[src/rtl/olid_pkg.sv]
`timescale 1ns / 1ps
// ----------------------------------------------------------------------------
// olid_pkg: shared types for the ordered list block
// Holds the request and response payloads, the operation and status codes,
// and the control and result records that travel along the row of cells.
// ----------------------------------------------------------------------------
package olid_pkg;

  localparam int DATA_W = 32;
  localparam int POS_W  = 8;
  localparam int LEN_W  = 9;
  localparam int OUT_W  = 5;

  typedef enum logic [2:0] {
    OP_INSERT = 3'd0,
    OP_DELETE = 3'd1,
    OP_GET    = 3'd2,
    OP_LOCATE = 3'd3,
    OP_CLEAR  = 3'd4
  } op_e;

  typedef enum logic [1:0] {
    ST_OK       = 2'd0,
    ST_BADPOS   = 2'd1,
    ST_FULL     = 2'd2,
    ST_NOTFOUND = 2'd3
  } status_e;

  typedef struct packed {
    logic [2:0]        op;
    logic [POS_W-1:0]  position;
    logic [DATA_W-1:0] value;
  } req_t;

  typedef struct packed {
    logic [1:0]        status;
    logic [DATA_W-1:0] element;
    logic [OUT_W-1:0]  found_position;
    logic [OUT_W-1:0]  count;
  } rsp_t;

  typedef struct packed {
    logic              ins;
    logic              del;
    logic              clr;
    logic [LEN_W-1:0]  pos;
    logic [LEN_W-1:0]  count;
    logic [DATA_W-1:0] value;
  } ctrl_t;

  typedef struct packed {
    logic              found;
    logic [OUT_W-1:0]  found_pos;
    logic [DATA_W-1:0] elem;
  } acc_t;

endpackage

[src/rtl/olid_req_if.sv]
`timescale 1ns / 1ps
// ----------------------------------------------------------------------------
// olid_req_if: request channel
// Valid/ready channel that carries one list operation per request.
// ----------------------------------------------------------------------------
interface olid_req_if;
  import olid_pkg::*;

  logic valid;
  logic ready;
  req_t data;

  modport source (output valid, output data, input ready);
  modport sink (input valid, input data, output ready);
endinterface

[src/rtl/olid_rsp_if.sv]
`timescale 1ns / 1ps
// ----------------------------------------------------------------------------
// olid_rsp_if: response channel
// Valid/ready channel that carries one result per request.
// ----------------------------------------------------------------------------
interface olid_rsp_if;
  import olid_pkg::*;

  logic valid;
  logic ready;
  rsp_t data;

  modport source (output valid, output data, input ready);
  modport sink (input valid, input data, output ready);
endinterface

[src/rtl/olid_cell.sv]
`timescale 1ns / 1ps
// ----------------------------------------------------------------------------
// olid_cell: one slot of the list
// Holds one entry, takes its neighbor's entry on insert or delete, and adds
// its read and first-match result to the record passed along the row.
// ----------------------------------------------------------------------------
module olid_cell #(
  parameter int IDX = 0
) (
  input  logic                      clk_i,
  input  logic                      rst_ni,
  input  olid_pkg::ctrl_t           ctrl_i,
  input  logic [olid_pkg::DATA_W-1:0] left_i,
  input  logic [olid_pkg::DATA_W-1:0] right_i,
  output logic [olid_pkg::DATA_W-1:0] data_o,
  input  olid_pkg::acc_t            acc_i,
  output olid_pkg::acc_t            acc_o
);
  import olid_pkg::*;

  localparam logic [LEN_W-1:0] SLOT = LEN_W'(IDX + 1);

  logic [DATA_W-1:0] data_q, data_d;
  logic              hit;

  always_comb begin
    data_d = data_q;
    if (ctrl_i.clr) begin
      data_d = '0;
    end else if (ctrl_i.ins) begin
      if (SLOT == ctrl_i.pos) begin
        data_d = ctrl_i.value;
      end else if (SLOT > ctrl_i.pos) begin
        data_d = left_i;
      end
    end else if (ctrl_i.del) begin
      if (SLOT >= ctrl_i.pos) begin
        data_d = right_i;
      end
    end
  end

  always_ff @(posedge clk_i or negedge rst_ni) begin
    if (!rst_ni) begin
      data_q <= '0;
    end else begin
      data_q <= data_d;
    end
  end

  assign hit = (data_q == ctrl_i.value) && (SLOT <= ctrl_i.count);

  always_comb begin
    acc_o       = acc_i;
    acc_o.found = acc_i.found | hit;
    if (hit && !acc_i.found) begin
      acc_o.found_pos = SLOT[OUT_W-1:0];
    end
    if (SLOT == ctrl_i.pos) begin
      acc_o.elem = acc_i.elem | data_q;
    end
  end

  assign data_o = data_q;

endmodule

[src/rtl/ordered_list_insert_delete_top.sv]
`timescale 1ns / 1ps
// ----------------------------------------------------------------------------
// ordered_list_insert_delete_top: fixed-capacity ordered list
// Packed list of signed words with insert, delete, get, locate and clear,
// held in a row of cells that shift together.
//
//   channel | dir | payload
//   req_i   | in  | op, position, value
//   rsp_o   | out | status, element, found_position, count
//
// One request per cycle while the response side keeps up: the cell row
// shifts and compares, and the result sits in an output register the cycle after.
// A new request is taken while the held result is being taken.
// Reset clears every entry and the count; no clearing pass follows.
// A stalled result holds its register and blocks only further requests.
// ----------------------------------------------------------------------------
module ordered_list_insert_delete_top #(
  parameter int CAPACITY = 16
) (
  input  logic       clk_i,
  input  logic       rst_ni,
  olid_req_if.sink   req_i,
  olid_rsp_if.source rsp_o
);
  import olid_pkg::*;

  localparam int CNT_W = $clog2(CAPACITY + 1);

  logic [CNT_W-1:0]  count_q, count_d;
  logic              rsp_valid_q;
  rsp_t              rsp_q, rsp_d;
  logic              fire;
  logic [LEN_W-1:0]  count_ext, pos_ext, count_next_ext;
  logic              ins_ok, del_ok, pos_ok, ins_pos_ok;
  ctrl_t             ctrl;
  logic [DATA_W-1:0] ent [CAPACITY];
  acc_t              acc [CAPACITY+1];

  assign req_i.ready = !rsp_valid_q || rsp_o.ready;
  assign fire        = req_i.valid && req_i.ready;

  assign count_ext  = LEN_W'(count_q);
  assign pos_ext    = LEN_W'(req_i.data.position);
  assign ins_pos_ok = (pos_ext != '0) && (pos_ext <= count_ext + LEN_W'(1));
  assign pos_ok     = (pos_ext != '0) && (pos_ext <= count_ext);
  assign ins_ok     = ins_pos_ok && (count_ext < LEN_W'(CAPACITY));
  assign del_ok     = pos_ok;

  always_comb begin
    ctrl       = '0;
    ctrl.ins   = fire && (req_i.data.op == OP_INSERT) && ins_ok;
    ctrl.del   = fire && (req_i.data.op == OP_DELETE) && del_ok;
    ctrl.clr   = fire && (req_i.data.op == OP_CLEAR);
    ctrl.pos   = pos_ext;
    ctrl.count = count_ext;
    ctrl.value = req_i.data.value;
  end

  assign acc[0] = '0;

  for (genvar i = 0; i < CAPACITY; i++) begin : g_cell
    logic [DATA_W-1:0] left, right;
    if (i == 0) begin : g_first
      assign left = '0;
    end else begin : g_mid_l
      assign left = ent[i-1];
    end
    if (i == CAPACITY - 1) begin : g_last
      assign right = '0;
    end else begin : g_mid_r
      assign right = ent[i+1];
    end
    olid_cell #(.IDX(i)) u_cell (
      .clk_i   (clk_i),
      .rst_ni  (rst_ni),
      .ctrl_i  (ctrl),
      .left_i  (left),
      .right_i (right),
      .data_o  (ent[i]),
      .acc_i   (acc[i]),
      .acc_o   (acc[i+1])
    );
  end

  always_comb begin
    count_d = count_q;
    if (ctrl.clr) begin
      count_d = '0;
    end else if (ctrl.ins) begin
      count_d = CNT_W'(count_ext + LEN_W'(1));
    end else if (ctrl.del) begin
      count_d = CNT_W'(count_ext - LEN_W'(1));
    end
  end

  assign count_next_ext = LEN_W'(count_d);

  always_comb begin
    rsp_d       = '0;
    rsp_d.count = count_next_ext[OUT_W-1:0];
    case (req_i.data.op)
      OP_INSERT: begin
        if (!ins_pos_ok) begin
          rsp_d.status = ST_BADPOS;
        end else if (!ins_ok) begin
          rsp_d.status = ST_FULL;
        end
      end
      OP_DELETE, OP_GET: begin
        if (pos_ok) begin
          rsp_d.element = acc[CAPACITY].elem;
        end else begin
          rsp_d.status = ST_BADPOS;
        end
      end
      OP_LOCATE: begin
        if (acc[CAPACITY].found) begin
          rsp_d.found_position = acc[CAPACITY].found_pos;
        end else begin
          rsp_d.status = ST_NOTFOUND;
        end
      end
      default: begin
        rsp_d.status = ST_OK;
      end
    endcase
  end

  always_ff @(posedge clk_i or negedge rst_ni) begin
    if (!rst_ni) begin
      count_q     <= '0;
      rsp_valid_q <= 1'b0;
    end else begin
      count_q <= count_d;
      if (fire) begin
        rsp_valid_q <= 1'b1;
      end else if (rsp_o.ready) begin
        rsp_valid_q <= 1'b0;
      end
    end
  end

  always_ff @(posedge clk_i) begin
    if (fire) begin
      rsp_q <= rsp_d;
    end
  end

  assign rsp_o.valid = rsp_valid_q;
  assign rsp_o.data  = rsp_q;

endmodule
[src/flat_wrapper.sv]
// flat-port wrapper written by rule: the top's interface ports become plain ports
module ordered_list_insert_delete_top_flat import olid_pkg::*;
#(
  parameter int CAPACITY = 16
)
  (clk_i, rst_ni, req_i_valid, req_i_data, req_i_ready, rsp_o_valid, rsp_o_data, rsp_o_ready);
  olid_req_if req_i_i ();
  olid_rsp_if rsp_o_i ();
  input  logic clk_i;
  input  logic rst_ni;
  input wire logic [$bits(req_i_i.valid)-1:0] req_i_valid;
  input wire logic [$bits(req_i_i.data)-1:0] req_i_data;
  output wire logic [$bits(req_i_i.ready)-1:0] req_i_ready;
  output wire logic [$bits(rsp_o_i.valid)-1:0] rsp_o_valid;
  output wire logic [$bits(rsp_o_i.data)-1:0] rsp_o_data;
  input wire logic [$bits(rsp_o_i.ready)-1:0] rsp_o_ready;
  assign req_i_i.valid = req_i_valid;
  assign req_i_i.data = req_i_data;
  assign req_i_ready = req_i_i.ready;
  assign rsp_o_valid = rsp_o_i.valid;
  assign rsp_o_data = rsp_o_i.data;
  assign rsp_o_i.ready = rsp_o_ready;
  ordered_list_insert_delete_top #(.CAPACITY(CAPACITY)) u_core (.clk_i(clk_i), .rst_ni(rst_ni), .req_i(req_i_i), .rsp_o(rsp_o_i));
endmodule
[config.mk]
export PLATFORM = sky130hd
export DESIGN_NAME = ordered_list_insert_delete_top_flat
export DESIGN_NICKNAME = d
export VERILOG_FILES = /design/src/rtl/olid_pkg.sv /design/src/rtl/olid_req_if.sv /design/src/rtl/olid_rsp_if.sv /design/src/rtl/olid_cell.sv /design/src/rtl/ordered_list_insert_delete_top.sv /design/src/flat_wrapper.sv
export SDC_FILE = /design/constraint.sdc
export NUM_CORES = 2
export LEC_CHECK = 0
export BUFFER_PORTS_ARGS = -buffer_cell sky130_fd_sc_hd__buf_2
export CORE_MARGIN = 4
export CORE_UTILIZATION = 40
export CTS_CLUSTER_DIAMETER = 100
export CTS_CLUSTER_SIZE = 16
export DETAILED_ROUTE_END_ITERATION = 8
export PLACE_DENSITY = 0.67
export REMOVE_ABC_BUFFERS = 1
export SYNTH_ARGS = -nofsm -noshare
export SYNTH_HDL_FRONTEND = slang
export SYNTH_SLANG_ARGS = --single-unit
[constraint.sdc]
create_clock -name clk_i -period 5.45 [get_ports clk_i]
set_input_delay 0.8175 -clock clk_i [delete_from_list [all_inputs] [get_ports clk_i]]
set_output_delay 0.8175 -clock clk_i [all_outputs]
set_load 0.05 [all_outputs]
**After elaboration in Yosys (flattened, before gate mapping)**

Cells that the tools add are included.

- Add/sub/neg operators: 2
- Magnitude comparators: 51
- Eq/ne operators: 52
- Multiplexer cells: 138
- Bitwise gates (word level): 32
- Reductions and logical operators: 97

Operator list:

| cell | count |
|---|---|
| 32-bit two-way mux | 112 |
| 32-bit equality test | 16 |
| 32-bit OR | 15 |
| 5-bit two-way mux | 18 |
| 4-bit by 8-bit equality test with 1-bit output, first input constant | 8 |
| 4-bit by 8-bit greater-or-equal comparator with 1-bit output, first input constant | 8 |
| 4-bit by 8-bit greater-than comparator with 1-bit output, first input constant | 8 |
| 4-bit inequality test, second input constant | 16 |
| 3-bit nonzero test | 17 |
| 3-bit AND reduction | 16 |
| 4-bit by 5-bit less-or-equal comparator with 1-bit output, first input constant | 8 |
| 1-bit logical AND | 40 |
| 3-bit by 8-bit equality test with 1-bit output, first input constant | 4 |
| 3-bit by 8-bit greater-or-equal comparator with 1-bit output, first input constant | 4 |
| 3-bit by 8-bit greater-than comparator with 1-bit output, first input constant | 4 |
| 3-bit by 5-bit less-or-equal comparator with 1-bit output, first input constant | 4 |
| 2-bit by 8-bit equality test with 1-bit output, first input constant | 2 |
| 2-bit by 8-bit greater-or-equal comparator with 1-bit output, first input constant | 2 |
| 2-bit by 8-bit greater-than comparator with 1-bit output, first input constant | 2 |
| 1-bit zero test | 16 |
| 1-bit OR | 15 |
| 2-bit by 5-bit less-or-equal comparator with 1-bit output, first input constant | 2 |
| 8-bit by 9-bit less-or-equal comparator with 1-bit output | 1 |
| 9-bit nonzero test | 1 |
| 25 further kinds | 33 |

- Flip-flop bits (word level): 562
- Input bits: 47
- Output and inout bits: 46

**Longest topological paths before layout**

- Word-level depth: 32
- Gate-level depth with buffers: 18
- Depth with buffers taken out: 13

**Cells and area by module**

From an unflattened synthesis, not the netlist that was laid out.

- Cells, all modules: 5,741
- Area total of the unflattened synthesis: 47,509.3 um^2

Modules (own cells, without submodules):

| module | instances | cells an instance | area an instance (um^2) | sequential area each (um^2) |
|---|---|---|---|---|
| olid_cell at u_core.g_cell[15].u_cell | 1 | 353 | 3,035.4 | 800.8 |
| olid_cell at u_core.g_cell[12].u_cell | 1 | 356 | 2,919.0 | 800.8 |
| olid_cell at u_core.g_cell[11].u_cell | 1 | 357 | 2,912.8 | 800.8 |
| olid_cell at u_core.g_cell[4].u_cell | 1 | 353 | 2,901.5 | 800.8 |
| olid_cell at u_core.g_cell[0].u_cell | 1 | 359 | 2,889.0 | 800.8 |
| olid_cell at u_core.g_cell[2].u_cell | 1 | 353 | 2,865.2 | 800.8 |
| olid_cell at u_core.g_cell[9].u_cell | 1 | 357 | 2,842.7 | 800.8 |
| olid_cell at u_core.g_cell[10].u_cell | 1 | 353 | 2,824.0 | 800.8 |
| olid_cell at u_core.g_cell[6].u_cell | 1 | 354 | 2,822.7 | 800.8 |
| olid_cell at u_core.g_cell[7].u_cell | 1 | 363 | 2,815.2 | 800.8 |
| olid_cell at u_core.g_cell[5].u_cell | 1 | 358 | 2,813.9 | 800.8 |
| olid_cell at u_core.g_cell[3].u_cell | 1 | 356 | 2,812.7 | 800.8 |
| olid_cell at u_core.g_cell[8].u_cell | 1 | 358 | 2,780.2 | 800.8 |
| olid_cell at u_core.g_cell[13].u_cell | 1 | 325 | 2,765.2 | 800.8 |
| 3 more rows | -- | -- | -- | -- |

**Least setup slack after synthesis**

No wires, ideal clock.

- Path type: input port to flip-flop
- Start point: input rsp_o_ready
- End point: register u_core.g_cell[9].u_cell.data_q[10]
- Library setup time: 0.125 ns
- Data arrival time: 4.532 ns
- Data required time: 5.325 ns
- Path slack: 0.793 ns
- Stages on the path: 11
- Buffers on the path: 3
- Cell sequence: nand2b_1 -> and2_1 -> nand2b_1 -> nor3_1 -> and2_1 -> buf_6 -> o21ai_1 -> buf_4 -> o21ai_2 -> buf_6 -> mux2_4

- Cells in the longest elaborated chain, start to end: 6

Ends and longest elaborated chain:

| element | RTL line | RTL |
|---|---|---|
| start: declaration | flat_wrapper.sv:16 | `input wire logic [$bits(rsp_o_i.ready)-1:0] rsp_o_ready;` |
| 1-bit logical OR * | ordered_list_insert_delete_top.sv:39 | `assign req_i.ready = !rsp_valid_q \|\| rsp_o.ready;` |
| 1-bit logical AND * | ordered_list_insert_delete_top.sv:40 | `assign fire = req_i.valid && req_i.ready;` |
| named net u_core.fire | ordered_list_insert_delete_top.sv:32 | `logic fire;` |
| 1-bit logical AND (on tied branches) (2 in a row) | ordered_list_insert_delete_top.sv:51, ordered_list_insert_delete_top.sv:52 |  |
| 4-bit inequality test (no source line), or another cell as far along | -- |  |
| 3-bit AND reduction (no source line) or 32-bit two-way mux (tied branches) | -- |  |
| end signal: assignment | olid_cell.sv:47 | `data_q <= data_d;` |
| end: declaration | olid_cell.sv:23 | `logic [DATA_W-1:0] data_q, data_d;` |

Mark *: on every way through the listed nets, which the timed path passes. The rest lies on a longest branch.
A chain may end at the register's enable or synchronous reset.

**Worst setup path after layout**

- Start point: input req_i_data[26]
- End point: register u_core.rsp_q, in the netlist u_core.rsp_o.data[5], data pin

- Cells in the longest elaborated chain, start to end: 19

Ends and longest elaborated chain:

| element | RTL line | RTL |
|---|---|---|
| start: declaration | flat_wrapper.sv:12 | `input wire logic [$bits(req_i_i.data)-1:0] req_i_data;` |
| 32-bit equality test | olid_cell.sv:51 | `assign hit = (data_q == ctrl_i.value) && (SLOT <= ctrl_i.count);` |
| 1-bit logical AND | olid_cell.sv:51 |  |
| 1-bit OR (14 in a row) | olid_cell.sv:55 | `acc_o.found = acc_i.found \| hit;` |
| 1-bit OR or 1-bit zero test (tied branches) | olid_cell.sv:55, olid_cell.sv:56 |  |
| 1-bit NOT (no source line) or 1-bit logical AND (tied branches) | -- |  |
| 3-bit OR reduction (no source line) | -- |  |
| end signal: assignment | ordered_list_insert_delete_top.sv:145 | `rsp_q <= rsp_d;` |
| end: declaration | ordered_list_insert_delete_top.sv:31 | `rsp_t rsp_q, rsp_d;` |

Several ways; a longest one is shown, not always the timed one.

==> run summary <==
The run finished with clean final reports. For the total design power, the log shows 8560 uW. The detailed router finished its first iteration with 6939 violations. The tool flagged a number of max-cap violations equal to 0. The number of placement rows was 117; the pin count of the biggest net entering global routing was 139. Detailed placement finished with a half-perimeter wire length of 132 mm.

Post-synthesis share of cell area spent on xor and xnor gates: 11.0%. The total overflow left after global routing is 0. Of all nets on the critical path, the largest fanout is 32. The die is 329 um tall. For the final routed DRC violation total, the log shows 0. The tools report the arrival time reported for the critical path endpoint as 4.95 ns. The unique cell type count in the Yosys netlist was 76; the proportion of synthesized flip-flops having asynchronous set or reset was 92.2%. The number of synthesized flops with an enable pin is 44. For this block, the via count after detailed routing is 39500.

The depth of the worst register-to-register path was 14; the per-cell via count in the routed design was 6.68. The largest individual stage delay along the critical path comes from the cell sky130_fd_sc_hd__nor4_1. The library cells used most frequently in the layout, excluding fill and tap cells, are sky130_fd_sc_hd__nand2_1, sky130_fd_sc_hd__dfrtp_1, sky130_fd_sc_hd__o21ai_0, sky130_fd_sc_hd__mux2i_1, sky130_fd_sc_hd__a21oi_1. The run gives 13.2% as the worst slew margin relative to its limit. The run gives 269 mm as the global-route wire length before repair. The final number of max-transition violations came out at 0.

The worst setup path is launched from a primary input. The critical path start-end classification was in2reg. The count of cell instances traversed by the critical path came out at 9. A synthesized cell averages 8.76 um^2.

For the clock latency of the later-clocked register in the worst-skew pair, the log shows 0.65 ns. The final layout contains 4589 nets. In this run the biggest area consumer among cell types represents 31.5% of the synthesized area. The congestion estimate from routability-driven global placement came to 1.01. The buffer depth of the longest clock path is 3, and the clock sink count is 562.

Setup violations remaining at the end of the flow were counted as 0. The placed cell area came out at 43100 um^2. Setup repair after global routing left no endpoint under its margin. The tools report the die outline area as 108000 um^2. In the post-synthesis netlist, the biggest area contributors are sky130_fd_sc_hd__dfrtp_1, sky130_fd_sc_hd__mux2i_1, sky130_fd_sc_hd__xor2_1, sky130_fd_sc_hd__nand2_1, sky130_fd_sc_hd__o21ai_0. Synthesis produced 4692 cells. The share of synthesized area occupied by flip-flops and latches is 34.8%, and the number of buffers and inverters on the critical path is 1.

The tree is rooted in a sky130_fd_sc_hd__clkbuf_16. Area growth from synthesis to layout: 7.71%. The total global-route track usage was 33.7%; the number of routed nets with antenna violations was 0. In this run the power density over the cells is 193 nW/um^2.

On the worst path, the slowest cell contributes a delay of 0.94 ns. The wire length per cell is 31.7 um. The share of final-layout standard cells stronger than drive strength 1 is 11.7%. The synthesized netlist devotes 0.487% of its cell area to adder and majority cells. For the worst setup path, the data required time is 5.84 ns.

After layout, the minimum clock period comes to 4.56 ns. The most used flip-flop cell after synthesis is sky130_fd_sc_hd__dfrtp_1. Category of cells accounting for the largest share of critical-path delay: simple AND/OR/NAND/NOR gates. Summing the areas of all and, or, nand and nor instances in the mapped netlist gives 14.3% of the synthesized area. TritonCTS built the clock tree. The run gives 6 as the number of antenna violations at the first check in global routing. By area, the combinational part of the netlist is dominated by compound AO/OA/AOI/OAI gates. Via count of the first global-routing pass: 36600.

Type of element capturing the critical path: a register. The peak ir drop on the vdd network is 180 uV, and the actual slew at the worst max-slew pin is 1.29 ns. Most used cell along the critical path: sky130_fd_sc_hd__nor4_1.

The signal on the critical path passes through buf_2 > xor2_1 > nor4_1 > nand4_1 > nor4_1 > or3_1 > and4bb_2 > nor2b_1 > a211oi_1. The floorplan step defined a core boundary enclosing 102000 um^2. The total number of yosys warnings is 0, and the peak clock frequency supported by timing is 219 MHz. The clock tree synthesis step divided the H-tree into 2 levels. The number of synthesized register bits was 562; the post-cts repair resize count was 0. The number of setup buffers added after CTS is 0.

The tools report the detailed-route wire length as 187 mm. The number of detailed-route iterations in the first pass is 8. The core occupancy in the finished layout was 43.4%; the final worst clock skew was 0.0540 ns. Buffers inserted during clock tree synthesis total 41.

The starting density of the core is 40.3%. Clock-pin slew was measured on the worst setup and hold paths at 0.08 ns. Final hold violation count: 0. For the leakage component of the power, the log shows 0.0178 uW. With fillers left out, the area of the finished cells amounts to 44300 um^2. The number of hold buffers added after CTS was 0. Port buffering added 92 buffers. Of all cell types, the one taking the most synthesized area is sky130_fd_sc_hd__dfrtp_1.

After synthesis, the share of cell area in mux cells is 14.3%. The width of the die came out at 329 um. Compound-gate portion of the synthesized area: 19.9%. The period utilization works out to 83.7%. The worst hold path belongs to the class in2async.

The logs give 93 for the number of I/O pins and 41100 um^2 for the area of the mapped netlist. The library cell used most frequently in the layout, excluding fill and tap cells, is sky130_fd_sc_hd__nand2_1.
worst register-to-register path: cells and delay by family, from the launching register on:
family                     cells  cell delay (ns)
buffers and inverters          3             0.58
AOI/OAI and AO/OA              5             1.07
and+or+nand+nor                4             1.60
adders and majority gates      2             0.64
DFF                            1             0.62
area by class of cell:
type	count	area, um^2
clock inverter	3	47.5
timing repair buffer	281	2180
multi-input combinational	3629	24900
tap	1368	1710
clock buffer	57	1130
antenna	1	2.50
sequential	562	14300
inverter	11	41.3
fill	10100	57600
per-layer routing:
layer	routed length (um)	GRT usage [%]	vias up	part of all wire (%)
li1	-	-	16600	-
met1	71500	45.6	19300	38
met2	75100	46.2	3064	40
met3	26200	10.4	540	14
met4	14500	21.6	6	7.7
met5	43	0	-	0.023
path summary, 6_finish.rpt:
| kind | from | endpoint | slack [ns] |
|---|---|---|---|
| worst max-delay path | req_i_data[26] | u_core.rsp_o.data[5] | 0.89 |
| worst min-delay path | rst_ni | u_core.g_cell[1].u_cell.data_o[19] | 0.22 |
| worst max register to register | u_core.count_q[0] | u_core.g_cell[1].u_cell.data_o[21] | 0.90 |
| worst min register to register | u_core.rsp_o.valid | u_core.rsp_o.valid | 0.52 |
| max in group asynchronous | rst_ni | u_core.g_cell[10].u_cell.data_o[1] | 3.87 |
| min in group clk_i | req_i_valid | u_core.rsp_o.valid | 0.38 |
cells in the mapped netlist (5+ instances only):
master / n
sky130_fd_sc_hd__ha_1: 16
sky130_fd_sc_hd__a21o_1: 64
sky130_fd_sc_hd__a221o_1: 13
sky130_fd_sc_hd__nand2_1: 553
sky130_fd_sc_hd__nor3_1: 59
sky130_fd_sc_hd__clkbuf_1: 305
sky130_fd_sc_hd__buf_1: 28
sky130_fd_sc_hd__nand2b_1: 9
sky130_fd_sc_hd__buf_4: 8
sky130_fd_sc_hd__buf_2: 137
sky130_fd_sc_hd__xor2_1: 358
sky130_fd_sc_hd__a31oi_1: 28
sky130_fd_sc_hd__nand4_1: 56
sky130_fd_sc_hd__a222oi_1: 14
sky130_fd_sc_hd__o21ai_0: 382
sky130_fd_sc_hd__o211ai_1: 89
sky130_fd_sc_hd__mux2_1: 12
sky130_fd_sc_hd__mux2_2: 82
sky130_fd_sc_hd__and2_1: 5
sky130_fd_sc_hd__o21ai_1: 17
sky130_fd_sc_hd__nor2b_1: 7
sky130_fd_sc_hd__mux4_2: 25
sky130_fd_sc_hd__nor4_1: 103
sky130_fd_sc_hd__nor2_1: 136
sky130_fd_sc_hd__and3_1: 12
sky130_fd_sc_hd__inv_1: 10
sky130_fd_sc_hd__a211oi_1: 13
sky130_fd_sc_hd__o22ai_1: 28
sky130_fd_sc_hd__dfrtp_1: 518
sky130_fd_sc_hd__a22oi_1: 65
sky130_fd_sc_hd__edfxtp_1: 44
sky130_fd_sc_hd__a22o_1: 116
sky130_fd_sc_hd__or3_1: 5
sky130_fd_sc_hd__mux2_4: 30
sky130_fd_sc_hd__xnor2_1: 160
sky130_fd_sc_hd__nand3_1: 293
sky130_fd_sc_hd__o2bb2ai_1: 37
sky130_fd_sc_hd__a21oi_1: 360
sky130_fd_sc_hd__a221oi_1: 42
sky130_fd_sc_hd__buf_6: 11
sky130_fd_sc_hd__o21a_1: 5
sky130_fd_sc_hd__mux2i_1: 380
state kept, by name, summed over array words and instances (netlist names):
register                     count
u_core.g_cell.u_cell.data_o    512
u_core.rsp_o.data               44
u_core.count_q                   5
u_core.rsp_o.valid               1
logic make-up after synthesis:
| group | after synthesis |
|---|---|
| AOI/OAI and AO/OA | 1298 |
| buffers and inverters | 501 |
| DFF | 562 |
| xor gates and xnor gates | 518 |
| and+or+nand+nor | 1268 |
| adders and majority gates | 16 |
| muxes | 529 |
through the flow:
stage | hold WS, ns | instances | setup TNS, ns | worst slack (ns)
floorplan | 0.516 | 4202 | -2704.20 | -8.50
global placement | 0.500 | 5850 | 0 | 0.332
detailed placement | 0.507 | 5851 | 0 | 0.812
CTS | 0.255 | 5911 | 0 | 1.02
global route | 0.303 | 5911 | 0 | 0.719
finish | 0.224 | 5912 | 0 | 0.891
report_power, final:
group / switching, uW / leakage [uW] / internal [uW]
Combinational: 832 / 0.00954 / 266
Clock: 1720 / 0.000570 / 1490
Sequential: 22.3 / 0.00767 / 4240
Total: 2570 / 0.0178 / 5990
(Power assumes the default switching activity.)
